## config.mk

```make
export PLATFORM = sky130hd
export DESIGN_NAME = dmc_ctrl
export DESIGN_NICKNAME = d
export VERILOG_FILES = /design/src/rtl/core/dmc_pkg.sv /design/src/rtl/core/dmc_ctrl.sv
export SDC_FILE = /design/constraint.sdc
export NUM_CORES = 1
export LEC_CHECK = 0
export BUFFER_PORTS_ARGS = -buffer_cell sky130_fd_sc_hd__buf_2
export CAP_MARGIN = 20
export CORE_AREA = 2 2 39 41
export DETAILED_ROUTE_END_ITERATION = 12
export DIE_AREA = 0 0 41 43
export MAX_ROUTING_LAYER = met4
export PLACE_DENSITY_LB_ADDON = 0.12
export SETUP_SLACK_MARGIN = 0.2
export SYNTH_ARGS = -nofsm -noshare
export SYNTH_HDL_FRONTEND = slang
export SYNTH_SLANG_ARGS = --single-unit
```

## constraint.sdc

```tcl
create_clock -name clk_i -period 3.2 [get_ports clk_i]
set_clock_uncertainty 0.2 [all_clocks]
set_input_delay 0.48 -clock clk_i [delete_from_list [all_inputs] [get_ports clk_i]]
set_output_delay 0.48 -clock clk_i [all_outputs]
set_load 0.005 [all_outputs]
```

## src/rtl/core/dmc_pkg.sv

```systemverilog
package dmc_pkg;

  // Field widths fixed by the item format
  localparam int ADDR_W    = 16;
  localparam int WOFF_W    = 4;
  localparam int DATA_W    = 32;
  localparam int CNT_W     = 32;
  localparam int TOTAL_W   = 13;
  localparam int BLKW_W    = 5;
  localparam int CFG_W     = 13;
  localparam int CFG_IDX_W = 1;
  localparam int TAG_W     = 16;

  // Shared divider: 16-bit operands, two quotient bits per cycle
  localparam int DIV_W     = 16;
  localparam int DIV_STEPS = DIV_W / 2;
  localparam int DIV_CNT_W = $clog2(DIV_STEPS);

  localparam logic [TOTAL_W-1:0] TOTAL_RST = 13'd256;
  localparam logic [BLKW_W-1:0]  BLKW_RST  = 5'd4;

  typedef enum logic [CFG_IDX_W-1:0] {
    CFG_TOTAL_WORDS = 1'b0,
    CFG_BLOCK_WORDS = 1'b1
  } cfg_reg_e;

  typedef enum logic {
    OP_LOOKUP = 1'b0,
    OP_FILL   = 1'b1
  } op_e;

  typedef enum logic [1:0] {
    DIV_GEOM = 2'd0,
    DIV_ADDR = 2'd1,
    DIV_QUO  = 2'd2
  } div_src_e;

  typedef struct packed {
    op_e                      operation;
    logic [ADDR_W-1:0]        address;
    logic [WOFF_W-1:0]        word_offset;
    logic signed [DATA_W-1:0] fill_data;
  } dmc_in_t;

  typedef struct packed {
    logic                     hit;
    logic signed [DATA_W-1:0] read_data;
    logic [CNT_W-1:0]         hit_total;
    logic [CNT_W-1:0]         miss_total;
  } dmc_out_t;

  typedef struct packed {
    logic     item_ld;
    logic     div_start;
    div_src_e div_src;
    logic     geom_ld;
    logic     off_ld;
    logic     mem_go;
    logic     rsp_ld;
  } dmc_cmd_t;

  typedef struct packed {
    logic div_done;
    logic out_free;
  } dmc_sts_t;

endpackage

```

## src/rtl/core/dmc_ctrl.sv

```systemverilog
module dmc_ctrl (
  input  logic              clk_i,
  input  logic              rst_ni,
  input  logic              cfg_we_i,
  input  logic              in_valid_i,
  output logic              in_ready_o,
  input  dmc_pkg::dmc_sts_t sts_i,
  output dmc_pkg::dmc_cmd_t cmd_o
);
  import dmc_pkg::*;

  localparam logic [2:0] S_IDLE = 3'd0;
  localparam logic [2:0] S_GEOM = 3'd1;
  localparam logic [2:0] S_DIV1 = 3'd2;
  localparam logic [2:0] S_DIV2 = 3'd3;
  localparam logic [2:0] S_RESP = 3'd4;

  logic [2:0] state_q, state_d;
  logic       pend_q, pend_d;
  logic       accept;

  assign in_ready_o = (state_q == S_IDLE) && !pend_q;
  assign accept     = in_valid_i && in_ready_o;

  always_comb begin
    state_d = state_q;
    pend_d  = pend_q;
    cmd_o   = '0;
    cmd_o.div_src = DIV_ADDR;
    unique case (state_q)
      S_IDLE: begin
        if (pend_q) begin
          pend_d            = 1'b0;
          cmd_o.div_start   = 1'b1;
          cmd_o.div_src     = DIV_GEOM;
          state_d           = S_GEOM;
        end else if (accept) begin
          cmd_o.item_ld     = 1'b1;
          cmd_o.div_start   = 1'b1;
          cmd_o.div_src     = DIV_ADDR;
          state_d           = S_DIV1;
        end
      end
      S_GEOM: begin
        if (sts_i.div_done) begin
          cmd_o.geom_ld = 1'b1;
          state_d       = S_IDLE;
        end
      end
      S_DIV1: begin
        if (sts_i.div_done) begin
          cmd_o.off_ld    = 1'b1;
          cmd_o.div_start = 1'b1;
          cmd_o.div_src   = DIV_QUO;
          state_d         = S_DIV2;
        end
      end
      S_DIV2: begin
        if (sts_i.div_done) begin
          cmd_o.mem_go = 1'b1;
          state_d      = S_RESP;
        end
      end
      S_RESP: begin
        if (sts_i.out_free) begin
          cmd_o.rsp_ld = 1'b1;
          state_d      = S_IDLE;
        end
      end
      default: begin
        state_d = S_IDLE;
      end
    endcase
    // A write always schedules a new geometry pass
    if (cfg_we_i) pend_d = 1'b1;
  end

  always_ff @(posedge clk_i or negedge rst_ni) begin
    if (!rst_ni) begin
      state_q <= S_IDLE;
      pend_q  <= 1'b1;
    end else begin
      state_q <= state_d;
      pend_q  <= pend_d;
    end
  end

endmodule

```

==> flow_summary.json <==
{
  "layout.nets": 55,
  "yosys_most_used_dff": "dfrtp_1",
  "grt_pass1_wl_mm": 1.083,
  "placed_cells": 59,
  "worstPathMaxFanout": 6,
  "synth_area_leader_cell": "dfrtp_1",
  "synth-edff-count": 0,
  "hpwl_um": 516.9,
  "hold_viol": 0,
  "cts_buffers": 3,
  "layout_min_cycle_time_ns": 2.085,
  "critPathArrivalTime_ns": 1.40,
  "p_int_uw": 209.4,
  "synth-seq-area-share_pct": 32.79,
  "core_area_um2": 1384,
  "place_congestion": 0.6424,
  "syn-cell-area_um2": 309.0,
  "clkTransAtPathRegs_ns": 0.04,
  "synthMuxAreaShare_pct": 0,
  "synth-seq-cells": 4,
  "final-seq-area_um2": 101.3,
  "fin_crit_sh_pct": 65.15,
  "io_pins": 15,
  "yosysWarnings": 0,
  "switchingPower_uw": 135.0,
  "grt-ovfl-total": 0,
  "clkPwrFrac_pct": 19.9,
  "cts_buffer_depth": 2,
  "die-width_um": 41,
  "diodes": 0,
  "post_cts_resized": 0,
  "wl_per_cell_um": 10.55,
  "grt_start_max_net_pins": 13,
  "track_usage_pct": 9.834,
  "synth_compound_gate_area_share_pct": 19.84,
  "rsz0062_at_grt": "no",
  "die_y_um": 43,
  "clock-root-buffer": "clkbuf_4",
  "hold_path.class": "input pin to flop",
  "required_ns": 2.52,
  "htreeDepth": 1,
  "status": "completed",
  "clk_latency_ns": 0.24,
  "portBuffers": 14,
  "synth_xor_area_share_pct": 0,
  "switching_share_pct": 39.20,
  "setup_tns_ns": 0,
  "seqPwrFrac_pct": 37.8,
  "avgSynthCellArea_um2": 9.658,
  "drc_errors": 0,
  "relSlewSlack_pct": 76.16,
  "crit_path_end_kind": "output port",
  "worstSetupPathType": "flop to output port",
  "area_growth_pct": 32.39,
  "cts_hold_buf": 1,
  "ant_nets": 0,
  "nFillCells": 162,
  "drive_gt1_share_pct": 41.67,
  "synth_nets": 38,
  "clkSinkCount": 4,
  "synth_cells": 32,
  "worstSetupStartpointType": "flop",
  "timing.fmax_mhz": 479.7,
  "via_per_inst": 4.531,
  "synth_area_leaders": "dfrtp_1 24%, dfstp_2 8.5%, nand2b_1 6.1%",
  "netlist_top_cells_count": "3 x dfrtp_1, 3 x nand2b_1",
  "grt_pass1_vias": 258,
  "ir_drop_mv": 0.2737,
  "antenna_found_initial": 0,
  "synthAdderAreaFrac_pct": 0,
  "placementRows": 14,
  "firstDrtPassIters": 2,
  "maxSlewViolCount": 0,
  "synth_top_family_by_area": "simple AND/OR/NAND/NOR gates",
  "vias": 290,
  "drt_iter0_markers": 1,
  "pwr-share-comb_pct": 42.3,
  "p_leak_nw": 0.1974,
  "fin_cells": 64,
  "async_reset_ff_share_pct": 100.0,
  "max_cap_violations": 0,
  "multi_input_area_um2": 173.9,
  "post-cts-setup-buffers": 0,
  "synth_top_area_share_pct": 24.29,
  "dieArea_um2": 1763,
  "final_util_pct": 29.57,
  "cts_tree": "done",
  "start_util_pct": 22.33,
  "tightestPinTransition_ns": 0.3575,
  "postRouteWirelength_um": 675,
  "power_density_nw_per_um2": 841.9,
  "synth-simple-area-share_pct": 36.44,
  "ys_types": 23,
  "setup_viol": 0
}
-- through the flow --
step / hold slack, ns / power [mW] / area [um2] / worst slack, ns
3_5_place_dp: 0.08559 / 0.2786 / 372.9 / 1.303
2_1_floorplan: -0.01559 / 0.2398 / 309.0 / 1.552
6_report: 0.2418 / 0.3445 / 409.1 / 1.115
5_1_grt: 0.2435 / 0.3826 / 409.1 / 1.004
4_1_cts: 0.2367 / 0.3525 / 409.1 / 1.084
3_3_place_gp: 0.08513 / 0.2778 / 372.9 / 1.354
-- cell usage in the layout (no fill, tap or decap), types with 2 or more instances in the layout --
master    netlist  routed
nor3_1          2       2
nand2b_1        3       3
nor2_1          2       2
buf_2           0      14
clkbuf_4        0       3
dfrtp_1         3       3
inv_1           2       2
nor3b_1         2       2
-- power groups by stage --
stage                     clock network (mW)  logic [mW]  registers (mW)
after floorplan                            0       0.151          0.0890
after global placement                     0       0.146           0.132
after detailed placement                   0       0.148           0.131
after CTS                             0.0731       0.150           0.130
after global routing                  0.0772       0.167           0.138
final                                 0.0687       0.146           0.130
-- cell type report --
cell class                      instances  area share [%]
Clock buffer                            4           6.422
Inverter                                2           1.835
Multi-Input combinational cell         23           42.51
Sequential cell                         4           24.77
Tap cell                               16           4.893
Timing Repair Buffer                   15           19.57
-- flip-flops by register name, indices dropped and copies added, names as in the netlist --
register,count
pend_q,1
state_q,3
-- path summary, 6_finish.rpt --
kind	start	end	slack [ns]	depth (start not counted)
setup reg to reg	state_q[0]	state_q[0]	1.73	2
max in group asynchronous	rst_ni	pend_q	2.22	2
hold reg to reg	pend_q	pend_q	0.32	2
min in group asynchronous	rst_ni	state_q[0]	0.37	2
setup / recovery	pend_q	cmd_o[6]	1.12	3
hold / removal	cfg_we_i	pend_q	0.24	2
-- cells by family (layout without fill, tap and decap cells) --
logic type,count (synthesis),after routing
AOI/OAI and AO/OA,7,7
buffers and inverters,5,21
DFF,4,4
and+or+nand+nor,16,16
-- critical path: stages, from the launching register on --
cell and delay, ns:
dfstp_2 0.58, nor3_1 0.08, a2111oi_2 0.34, buf_2 0.17
-- per-layer routing --
layer / routed length, um / track usage, % / up-vias
met3: 56 / 3.141 / 2
met5: 0 / - / -
li1: - / - / 151
met2: 309 / 12.19 / 12
met4: 18 / 10.00 / 0
met1: 291 / 11.48 / 125
No activity file was read; power rests on OpenSTA's default activity.
